### config.mk
export PLATFORM = sky130hd
export DESIGN_NAME = tcch_queue
export DESIGN_NICKNAME = d
export VERILOG_FILES = /design/src/rtl/core/tcch_queue.sv
export SDC_FILE = /design/constraint.sdc
export NUM_CORES = 1
export LEC_CHECK = 0
export BUFFER_PORTS_ARGS = -buffer_cell sky130_fd_sc_hd__buf_2
export CAP_MARGIN = 0
export CORE_MARGIN = 3
export CORE_UTILIZATION = 50
export DETAILED_ROUTE_END_ITERATION = 7
export PLACE_DENSITY = 0.69
export RECOVER_POWER = 25
export SYNTH_ARGS = -nofsm -noshare
export SYNTH_HDL_FRONTEND = slang
export SYNTH_SLANG_ARGS = --single-unit
export TNS_END_PERCENT = 30
### constraint.sdc
create_clock -name clk -period 2.87 [get_ports clk]
set_input_delay 0.7175 -clock clk [delete_from_list [all_inputs] [get_ports clk]]
set_output_delay 0.7175 -clock clk [all_outputs]
set_load 0.01 [all_outputs]
### src/rtl/core/tcch_queue.sv
// Small register FIFO used between the front and back and on the result side.
module tcch_queue #(
  parameter int WIDTH = 8,
  parameter int DEPTH = 4
) (
  input  logic             clk,
  input  logic             rst_n,
  input  logic             push,
  input  logic [WIDTH-1:0] din,
  input  logic             pop,
  output logic [WIDTH-1:0] dout,
  output logic             full,
  output logic             empty
);
  localparam int AW = (DEPTH > 1) ? $clog2(DEPTH) : 1;
  localparam int CW = $clog2(DEPTH + 1);

  logic [WIDTH-1:0] mem_r [DEPTH];
  logic [AW-1:0]    wr_r, rd_r, wr_nxt, rd_nxt;
  logic [CW-1:0]    cnt_r, cnt_nxt;
  logic             do_push, do_pop;

  assign full    = (cnt_r == CW'(DEPTH));
  assign empty   = (cnt_r == '0);
  assign do_push = push && !full;
  assign do_pop  = pop && !empty;
  assign dout    = mem_r[rd_r];

  always_comb begin
    wr_nxt  = wr_r;
    rd_nxt  = rd_r;
    cnt_nxt = cnt_r;
    if (do_push) wr_nxt = (wr_r == AW'(DEPTH - 1)) ? '0 : wr_r + 1'b1;
    if (do_pop)  rd_nxt = (rd_r == AW'(DEPTH - 1)) ? '0 : rd_r + 1'b1;
    if (do_push && !do_pop) cnt_nxt = cnt_r + 1'b1;
    else if (do_pop && !do_push) cnt_nxt = cnt_r - 1'b1;
  end

  always_ff @(posedge clk) begin
    if (!rst_n) begin
      wr_r  <= '0;
      rd_r  <= '0;
      cnt_r <= '0;
    end else begin
      wr_r  <= wr_nxt;
      rd_r  <= rd_nxt;
      cnt_r <= cnt_nxt;
    end
  end

  always_ff @(posedge clk) begin
    if (do_push) mem_r[wr_r] <= din;
  end
endmodule

Word-level counts from Yosys, hierarchy flattened
Memory sizes are Yosys's and may differ from the RTL's. A register that Yosys moved wholly into a read port is not among the register bits.
Cells that the tools add are included.

word-level totals
  register bits after elaboration = 7
  RAM bits = 32
  memories kept = 1

memories
  memory  words  width  read ports  clocked after Yosys merged registers in  wr ports  line  source
  mem_r   4      8      1           1                                        1         18    logic [WIDTH-1:0] mem_r [DEPTH];

cells by class
  add/subtract/negate cells = 4
  equality and inequality tests = 3
  muxes and demuxes = 8
  reduce and logical (&&, ||, !) cells = 10

operators with widths
  kind                                                                 count
  2-bit two-way mux                                                    4
  3-bit two-way mux                                                    2
  2-bit by 1-bit adder with 2-bit output (second input constant)       2
  2-bit == test (second input constant)                                2
  1-bit logical AND                                                    4
  1-bit logical NOT                                                    4
  3-bit by 1-bit adder with 3-bit output (second input constant)       1
  3-bit == test (second input constant)                                1
  3-bit logical NOT                                                    1
  3-bit by 1-bit subtractor with 3-bit output (second input constant)  1
  1-bit two-way mux                                                    2
  2-bit nonzero test                                                   1

Logic depth before layout (Yosys ltp)
Gate-level depths: netlist of run 1.

  depth in word-level cells = 7
  depth in mapped cells = 9
  depth with buffers taken out = 8

Worst setup path before layout of run 1
No wires, ideal clock.

  path type = input to register
  start point = in push
  end point = reg cnt_r[2]
  library setup time = 0.076 ns
  arrival time = 2.141 ns
  required time = 2.794 ns
  path slack = 0.653 ns
  cell stages on the path = 8
  cells stage by stage = nor2b_1 -> buf_2 -> ha_1 -> inv_1 -> fa_1 -> xor2_1 -> or3_1 -> a21boi_0

on the way
  word-level cells in the longest chain between the ends = 4
  elaborated cells between the ends (all ways) = 6
  those cells by class = mux: 1; reduce/logical: 5

ends and longest elaborated chain
  item                          line  source
  from (decl)                   8     input logic push,
  1-bit logical AND (*)         25    assign do_push = push && !full;
  net do_push                   21    logic do_push, do_pop;
  1-bit logical NOT             36    else if (do_pop && !do_push) cnt_nxt = cnt_r - 1'b1;
  1-bit logical AND             36
  2-bit nonzero test (no line)  n/a
  to (signal assigned)          47    cnt_r <= cnt_nxt;
  to (decl)                     20    logic [CW-1:0] cnt_r, cnt_nxt;

Mark *: on every way through the listed nets, which the timed path passes. The rest lies on a longest branch.
A chain may end at the register's enable or synchronous reset.

==> flow_metrics.env, run 1 <==
export IMPL_path_max_fanout=8
export IMPL_r2r_start="cnt_r[0]"
export IMPL_clkLatencyLatePin_ps=330
export IMPL_die_x_um=63.1
export IMPL_setup_worst_path_class="reg2out"
export IMPL_cts_setup_buffers=0
export IMPL_cpPeakStageDelay_ps=660
export IMPL_dpl_hpwl_um=1710
export IMPL_clockPowerShare=0.177
export IMPL_power_mw=1.43
export IMPL_route_detailed_drc=0
export IMPL_final_cell_mix="edfxtp_1, buf_2, dfxtp_1"
export IMPL_wl_um=2330
export IMPL_worst_path_dominant_cell_family="flip-flops"
export IMPL_synth_cells=93
export IMPL_syn_num_nets=112
export IMPL_grt_pass1_vias=851
export IMPL_max_freq_mhz=409
export IMPL_start_kind="register"
export IMPL_rows=20
export IMPL_clock_path_buffers=2
export IMPL_grt_ovfl_total=0
export IMPL_path_clk_slew_ps=110
export IMPL_seqPwrFrac=0.565
export IMPL_rsz0062_at_grt="false"
export IMPL_initial_utilization=0.530
export IMPL_cts_made_buffers=5
export IMPL_dieHeight_um=63.1
export IMPL_cts_tree="built"
export IMPL_critPathArrivalTime_ps=1730
export IMPL_io_pins=22
export IMPL_area_delta_synth_final_pct=11.9
export IMPL_slew_headroom=0.656
export IMPL_yosysSeqAreaShare=0.700
export IMPL_worstPathCellList="mux4_2 > buf_2"
export IMPL_post_drt_via_cell_ratio=5.09
export IMPL_syn_area_per_cell_um2=17.5
export IMPL_worstPathBufferInverterCount=1
export IMPL_antenna_left=0
export IMPL_post_cts_resized=0
export IMPL_cts_hold_buf=0
export IMPL_p_sw_frac=0.288
export IMPL_ys_ff_latch=41
export IMPL_coreArea_um2=3080
export IMPL_status="finished clean"
export IMPL_slew_violations=0
export IMPL_finalSetupViolCount=0
export IMPL_antenna_found_initial=0
export IMPL_period_share=0.851
export IMPL_p_comb_frac=0.258
export IMPL_wl_per_cell_um=14.3
export IMPL_hp_class="reg2reg"
export IMPL_leakage_nw=0.653
export IMPL_power_switching_uw=412
export IMPL_r2r_worst_path_cells=7
export IMPL_grt_max_degree=13
export IMPL_grt_pass1_wl_um=3980
export IMPL_cts_sinks=41
export IMPL_drive_above_1_share=0.269
export IMPL_peakVddDrop_v=0.000391
export IMPL_layout_commonest_cell="edfxtp_1"
export IMPL_ff2ff_setup_slack_ps=550
export IMPL_finalHoldViolations=0
export IMPL_dr_pass1_iters=4
export IMPL_worstPathRequired_ps=2150
export IMPL_drtIter0Drc=26
export IMPL_cts_root_buf="clkbuf_4"
export IMPL_cp_end_kind="primary output"
export IMPL_reg2reg_to="cnt_r[2]"
export IMPL_power_density_nw_per_um2=785
export IMPL_vias=829
export IMPL_fin_tns_setup_ps=0
export IMPL_whs_path_depth=2
export IMPL_place_congestion=0.718
export IMPL_period_needed_ps=2440
export IMPL_fill_cells=259
export IMPL_maxCapViolCount=0
export IMPL_hold_path_end="wr_r[1]"
export IMPL_yosys_warnings=0
export IMPL_grt_use_total=0.135
export IMPL_num_nets_final=137
export IMPL_worstHoldStart="wr_r[1]"
export IMPL_tightest_slew_ps=515
export IMPL_internal_power_mw=1.02
export IMPL_numPortBuffers=21
export IMPL_worst_path_max_delay_cell="dfxtp_1"
export IMPL_antennaDiodeCount=0
export IMPL_yosysUniqueCellTypes=23
export IMPL_syn_area_um2=1630
export IMPL_cts_max_level=2
export IMPL_die_area_um2=3980
export IMPL_clock_skew_ps=9.01
## through the flow
stage	hold WS, ps	instance area [um^2]	setup slack, ps	cells	util
floorplan	468	1630	653	93	-
global placement	484	1780	576	155	0.578
detailed placement	504	1780	446	155	0.578
CTS	518	1830	357	163	0.595
global route	556	1820	290	163	0.593
finish	512	1820	426	163	0.593
## power by group through the flow
stage / Sequential, mW / Combinational [mW] / Clock [mW]
detailed placement: 0.826 / 0.378 / 0
CTS: 0.813 / 0.378 / 0.264
floorplan: 0.778 / 0.302 / 0
finish: 0.809 / 0.369 / 0.253
global placement: 0.822 / 0.367 / 0
global route: 0.825 / 0.417 / 0.287
## logic make-up after synthesis
kind of cell	synth area share
AND/OR/NAND/NOR	0.0660
adder cells (fa/ha/maj)	0.0583
XOR/XNOR	0.0107
buffers and inverters	0.0176
multiplexers	0.129
AO/OA/AOI/OAI	0.0184
flip-flops	0.700
## final cells by class
cell class,instances,area [um^2],share of cell area
Multi-Input combinational cell,45,460,0.252
Clock buffer,5,37.5,0.0206
Timing Repair Buffer,22,106,0.0583
Clock inverter,3,12.5,0.00686
Sequential cell,41,1140,0.626
Inverter,3,11.3,0.00617
Tap cell,44,55.1,0.0302
## synth_stat cells
cell / count / area share
nor2_1: 2 / 0.0046
buf_2: 2 / 0.0061
ha_1: 6 / 0.046
nand3_1: 2 / 0.0061
a21boi_0: 1 / 0.0046
xnor2_1: 1 / 0.0054
dfxtp_1: 9 / 0.11
buf_1: 1 / 0.0023
o31ai_1: 1 / 0.0046
or3_1: 1 / 0.0038
mux4_2: 8 / 0.11
nor3_1: 1 / 0.0031
clkbuf_1: 1 / 0.0023
mux2i_1: 3 / 0.018
fa_1: 1 / 0.012
xor2_1: 1 / 0.0054
and2_1: 5 / 0.019
nor2b_1: 2 / 0.0077
inv_1: 3 / 0.0069
nor3b_2: 1 / 0.0077
o21ai_0: 3 / 0.0092
edfxtp_1: 32 / 0.59
nand2_1: 6 / 0.014
## how the worst max path moves through the flow
stage	to	cells past startpoint
6_report	dout[2]	2
5_1_grt	dout[3]	2
3_3_place_gp	cnt_r[2]	8
2_1_floorplan	cnt_r[2]	8
4_1_cts	dout[4]	2
3_5_place_dp	cnt_r[2]	8
## per-layer routing
layer  global-route usage  vias to the layer above  wire length [um]
met3               0.0339                        6               102
met2                0.227                       21              1200
li1                     -                      401                 -
met4               0.0744                        0                48
met5                    0                        -                 0
met1                0.159                      401               974
## flip-flops by register name, summed over array words and instances (netlist names), named ones only
| name | count |
|---|---|
| wr_r | 2 |
| cnt_r | 3 |
| mem_r | 32 |
| rd_r | 2 |
## worst reg2reg max path, delay by kind of cell, from the launching register on
kind                     cells  cell delay [ps]
buffers and inverters        1               60
XOR/XNOR                     1              160
adder cells (fa/ha/maj)      2              640
AND/OR/NAND/NOR              1              310
flip-flops                   1              390
AO/OA/AOI/OAI                2              690
No activity file was read; power rests on OpenSTA's default activity.
==> inputs of run 2 (changes only) <==
--- a/config.mk
+++ b/config.mk
@@ -10,8 +10,9 @@
 export CORE_MARGIN = 3
 export CORE_UTILIZATION = 50
 export DETAILED_ROUTE_END_ITERATION = 7
-export PLACE_DENSITY = 0.69
+export PLACE_DENSITY_LB_ADDON = 0.25
 export RECOVER_POWER = 25
+export SKIP_CTS_REPAIR_TIMING = 1
 export SYNTH_ARGS = -nofsm -noshare
 export SYNTH_HDL_FRONTEND = slang
 export SYNTH_SLANG_ARGS = --single-unit
==> run 2 against run 1 <==
  * Sequential share of layout area down 0.30 points
  * Flip-flop and latch count did not move
  * Die area did not move
  * Critical path type unchanged
  * Largest cell class unchanged
  * Highest routed layer unchanged
==> flow_metrics.env, run 2 (synthesis gave the netlist of run 1 again) <==
export IMPL_antenna_left=0
export IMPL_worstPathRequired_ps=2150
export IMPL_r2r_worst_path_cells=7
export IMPL_grt_use_total=0.133
export IMPL_clock_path_buffers=2
export IMPL_finalSetupViolCount=0
export IMPL_place_inst=155
export IMPL_path_max_fanout=8
export IMPL_ff2ff_setup_slack_ps=540
export IMPL_clkLatencyLatePin_ps=340
export IMPL_route_detailed_drc=0
export IMPL_grt_busiest_layer="met2"
export IMPL_slew_violations=0
export IMPL_cts_tree="built"
export IMPL_initial_utilization=0.530
export IMPL_antenna_found_initial=0
export IMPL_rsz0062_at_grt="false"
export IMPL_grt_ovfl_total=0
export IMPL_max_freq_mhz=405
export IMPL_critPathArrivalTime_ps=1750
export IMPL_cts_max_level=2
export IMPL_leakage_nw=0.656
export IMPL_final_cell_mix="edfxtp_1, buf_2, dfxtp_1"
export IMPL_drive_above_1_share=0.269
export IMPL_wl_um=2300
export IMPL_post_drt_via_cell_ratio=5.04
export IMPL_die_x_um=63.1
export IMPL_numPortBuffers=21
export IMPL_num_nets_final=137
export IMPL_dpl_hpwl_um=1670
export IMPL_maxCapViolCount=0
export IMPL_dr_pass1_iters=4
export IMPL_grt_pass1_wl_um=3850
export IMPL_wl_per_cell_um=14.1
export IMPL_antennaDiodeCount=0
export IMPL_coreArea_um2=3080
export IMPL_power_density_nw_per_um2=803
export IMPL_worstHoldStart="wr_r[1]"
export IMPL_cts_made_buffers=5
export IMPL_use_met3=0.0588
export IMPL_tightest_slew_ps=550
export IMPL_finalHoldViolations=0
export IMPL_place_congestion=0.662
export IMPL_start_kind="register"
export IMPL_layout_commonest_cell="edfxtp_1"
export IMPL_grt_max_degree=13
export IMPL_clock_skew_ps=8.06
export IMPL_path_clk_slew_ps=110
export IMPL_rows=20
export IMPL_status="finished clean"
export IMPL_reg2reg_to="cnt_r[2]"
export IMPL_dieHeight_um=63.1
export IMPL_cts_sinks=41
export IMPL_r2r_start="cnt_r[0]"
export IMPL_fin_tns_setup_ps=0
export IMPL_io_pins=22
export IMPL_top_register="mem_r"
export IMPL_drtIter0Drc=36
export IMPL_fill_cells=252
export IMPL_top_regs="mem_r (32), cnt_r (3)"
export IMPL_hold_path_end="wr_r[1]"
export IMPL_slew_headroom=0.630
export IMPL_period_needed_ps=2470
export IMPL_hp_class="reg2reg"
export IMPL_met2_usage=0.219
export IMPL_die_area_um2=3980
export IMPL_grt_use_met1=0.157
export IMPL_setup_worst_path_class="reg2out"
export IMPL_fin_cells=163
export IMPL_grt_pass1_vias=805
export IMPL_cts_root_buf="clkbuf_4"
export IMPL_area_delta_synth_final_pct=12.4
export IMPL_period_share=0.861
export IMPL_vias=821
export IMPL_whs_path_depth=2
export IMPL_peakVddDrop_v=0.000562
export IMPL_cp_end_kind="primary output"
export IMPL_largest_reg_flops=32
run 2: area by class of cell:
cell class | count | area, um^2 | share of cell area
inverter | 3 | 11.3 | 0.00614
timing repair buffer | 22 | 105 | 0.0573
tap | 44 | 55.1 | 0.0300
clock inverter | 2 | 8.76 | 0.00478
clock buffer | 6 | 51.3 | 0.0280
sequential | 41 | 1140 | 0.623
multi-input combinational | 45 | 460 | 0.251
run 2: worst max-delay path by stage:
stage | from | end | slack [ps] | cells past startpoint
3_5_place_dp | pop | cnt_r[2] | 430 | 8
5_1_grt | register | dout[7] | 240 | 2
6_report | register | dout[1] | 400 | 2
3_3_place_gp | pop | cnt_r[2] | 570 | 8
2_1_floorplan | push | cnt_r[2] | 650 | 8
4_1_cts | register | dout[1] | 330 | 2
run 2: power breakdown:
group          switching, mW  leakage, nW  internal (mW)
Clock                  0.171       0.0357          0.115
Combinational          0.173        0.253          0.203
Sequential            0.0792        0.367          0.730
run 2: routing by layer:
layer | wire length [um] | part of all wire
met1 | 979 | 0.43
met2 | 1180 | 0.51
met3 | 114 | 0.050
met4 | 26 | 0.011
met5 | 0 | 0
run 2: per-stage QoR:
step / cell area, um^2 / util / power [mW] / worst slack [ps] / hold WS [ps]
detailed placement: 1780 / 0.578 / 1.21 / 428 / 505
finish: 1830 / 0.596 / 1.47 / 399 / 518
global placement: 1780 / 0.578 / 1.19 / 570 / 485
global route: 1830 / 0.596 / 1.56 / 244 / 545
floorplan: 1630 / - / 1.08 / 653 / 468
CTS: 1840 / 0.598 / 1.49 / 328 / 520
run 2: critical path: stages (launching register included):
cell	delay [ps]
dfxtp_1	690
mux4_2	580
buf_2	150
==> inputs of run 3 (changes only) <==
--- a/config.mk
+++ b/config.mk
@@ -5,10 +5,12 @@
 export SDC_FILE = /design/constraint.sdc
 export NUM_CORES = 1
 export LEC_CHECK = 0
+export ABC_AREA = 1
 export BUFFER_PORTS_ARGS = -buffer_cell sky130_fd_sc_hd__buf_2
 export CAP_MARGIN = 0
 export CORE_MARGIN = 3
 export CORE_UTILIZATION = 50
+export CTS_BUF_LIST = sky130_fd_sc_hd__clkbuf_8
 export DETAILED_ROUTE_END_ITERATION = 7
 export PLACE_DENSITY_LB_ADDON = 0.25
 export RECOVER_POWER = 25
==> run 3 against run 2 <==
  * Core utilization increased by 2.9 points
  * Synthesized area rose by 3.8%
  * Wire length rose by 26%
  * Via count grew 33%
  * Final cell count is 36% higher
  * Total power increased by 28%
  * First-iteration DRC count up 19%
  * Flip-flop and latch count is the same
  * Highest routed layer unchanged
==> flow_metrics.env, run 3 <==
export IMPL_status="finished clean"
export IMPL_fin_ws_ps=638
export IMPL_drive_above_1_share=0.164
export IMPL_worstPathRequired_ps=2150
export IMPL_largest_reg_flops=32
export IMPL_slew_headroom=0.484
export IMPL_cp_end_kind="primary output"
export IMPL_antenna_left=0
export IMPL_period_share=0.778
export IMPL_leakage_nw=0.792
export IMPL_coreArea_um2=3150
export IMPL_hp_class="reg2reg"
export IMPL_cts_max_level=2
export IMPL_synth_edf_count=32
export IMPL_worst_path_max_delay_cell="dfxtp_1"
export IMPL_tightest_slew_ps=771
export IMPL_ys_ff_latch=41
export IMPL_fin_tns_setup_ps=0
export IMPL_power_mw=1.88
export IMPL_syn_area_um2=1690
export IMPL_route_detailed_drc=0
export IMPL_reg2reg_to="cnt_r[1]"
export IMPL_yosys_warnings=0
export IMPL_drtIter0Drc=43
export IMPL_place_inst=213
export IMPL_final_area_um2=1970
export IMPL_start_kind="register"
export IMPL_whs_ps=518
export IMPL_synth_top_family_by_area="simple AND/OR/NAND/NOR gates"
export IMPL_cts_root_buf="clkbuf_8"
export IMPL_synth_cells=148
export IMPL_yosys_area_top_type="edfxtp_1"
export IMPL_maxCapViolCount=0
export IMPL_async_flop_share=0
export IMPL_period_needed_ps=2230
export IMPL_antennaDiodeCount=0
export IMPL_final_core_util=0.625
export IMPL_grt_pass1_wl_um=5090
export IMPL_antenna_found_initial=0
export IMPL_hold_path_end="cnt_r[0]"
export IMPL_yosys_mux_area_fraction=0
export IMPL_clock_skew_ps=4.41
export IMPL_final_cell_mix="nor2_1, edfxtp_1, inv_1"
export IMPL_r2r_start="cnt_r[1]"
export IMPL_rows=20
export IMPL_yosys_top_cells_area="edfxtp_1, dfxtp_1, nor2_1, ha_1, o21ai_0"
export IMPL_num_nets_final=195
export IMPL_r2r_worst_path_cells=9
export IMPL_synthSimpleGateAreaFrac=0.119
export IMPL_synth_main_ff_cell="edfxtp_1"
export IMPL_yosysSeqAreaShare=0.674
export IMPL_dieHeight_um=64.2
export IMPL_worstPathBufferInverterCount=2
export IMPL_cts_sinks=41
export IMPL_setup_worst_path_class="reg2out"
export IMPL_post_dp_cell_area_um2=1850
export IMPL_worst_path_dominant_cell_family="flip-flops"
export IMPL_power_density_nw_per_um2=953
export IMPL_die_area_um2=4120
export IMPL_dr_pass1_iters=4
export IMPL_finalHoldViolations=0
export IMPL_clock_path_buffers=2
export IMPL_yosysUniqueCellTypes=18
export IMPL_syn_num_nets=167
export IMPL_wl_um=2910
export IMPL_whs_path_depth=2
export IMPL_grt_use_total=0.166
export IMPL_top_register="mem_r"
export IMPL_grt_pass1_vias=1148
export IMPL_synth_adder_area_share=0.0562
export IMPL_wl_per_cell_um=13.2
export IMPL_dp_slack_ps=806
export IMPL_syn_area_per_cell_um2=11.4
export IMPL_io_pins=22
export IMPL_yosysMostFrequentCell="nor2_1"
export IMPL_place_congestion=0.769
export IMPL_yosys_area_share_xor_xnor=0
export IMPL_clkLatencyLatePin_ps=290
export IMPL_vias=1091
export IMPL_ff2ff_setup_slack_ps=1010
export IMPL_fill_cells=269
export IMPL_rsz0062_at_grt="false"
export IMPL_numPortBuffers=21
export IMPL_area_delta_synth_final_pct=16.4
export IMPL_worstHoldStart="cnt_r[0]"
export IMPL_post_drt_via_cell_ratio=4.94
export IMPL_cpPeakStageDelay_ps=560
export IMPL_layout_commonest_cell="nor2_1"
export IMPL_initial_utilization=0.537
export IMPL_cts_made_buffers=5
export IMPL_ys_top_cells_by_count="nor2_1, edfxtp_1, inv_1"
export IMPL_finalSetupViolCount=0
export IMPL_path_max_fanout=16
export IMPL_grt_max_degree=17
export IMPL_die_x_um=64.2
export IMPL_top_regs="mem_r (32), cnt_r (3)"
export IMPL_path_clk_slew_ps=80
export IMPL_peakVddDrop_v=0.000465
export IMPL_dpl_hpwl_um=2000
export IMPL_synth_compound_gate_area_share=0.0953
export IMPL_grt_ovfl_total=0
export IMPL_critPathArrivalTime_ps=1510
export IMPL_cts_tree="built"
export IMPL_fin_cells=221
export IMPL_slew_violations=0
export IMPL_max_freq_mhz=448
export IMPL_yosysTopAreaCellShare=0.568
export IMPL_worstPathCellList="inv_2 > o21ai_0 > o22ai_1 > buf_2"
==> run 3: worst max path at each step <==
| stage | startpoint | end | slack, ps | cells after the start |
|---|---|---|---|---|
| 2_1_floorplan | push | cnt_r[1] | 1030 | 7 |
| 3_3_place_gp | push | cnt_r[1] | 870 | 8 |
| 3_5_place_dp | push | cnt_r[1] | 810 | 8 |
| 4_1_cts | register | dout[0] | 600 | 4 |
| 5_1_grt | register | dout[4] | 490 | 4 |
| 6_report | register | dout[0] | 640 | 4 |
==> run 3: area by class of cell <==
| cell class | instances | area, um^2 | area share |
|---|---|---|---|
| well taps | 44 | 55.1 | 0.0279 |
| repair buffers | 23 | 111 | 0.0565 |
| clock buffers | 5 | 68.8 | 0.0349 |
| clock inverters | 3 | 65.1 | 0.0330 |
| inverters | 19 | 71.3 | 0.0362 |
| multi-input cells | 86 | 458 | 0.232 |
| flip-flops and latches | 41 | 1140 | 0.579 |
==> run 3: worst reg2reg max path, cell delays in order (launching register included) <==
cell     delay, ps
dfxtp_1        340
nor2_1         160
nand2_1        130
nand2_2        150
inv_1           60
ha_1           200
inv_1           90
fa_1           400
o21ai_0        170
nor2_1          50
==> run 3: cell families after synthesis <==
logic type | count (synthesis)
flops | 41
fa+ha+maj | 7
compound gates | 28
buf+inv | 21
simple gates | 51
==> run 3: report_power, final <==
| part | switching [mW] | internal (mW) |
|---|---|---|
| logic | 0.335 | 0.203 |
| clock network | 0.187 | 0.345 |
| registers | 0.0691 | 0.739 |
==> run 3: metal layers <==
| metal | wire length [um] | part of all wire | vias up | GRT usage |
|---|---|---|---|---|
| met2 | 1540 | 0.53 | 17 | 0.299 |
| met5 | 0 | 0 | - | 0 |
| li1 | - | - | 559 | - |
| met1 | 1220 | 0.42 | 509 | 0.183 |
| met3 | 108 | 0.037 | 6 | 0.0545 |
| met4 | 40 | 0.014 | 0 | 0.0554 |
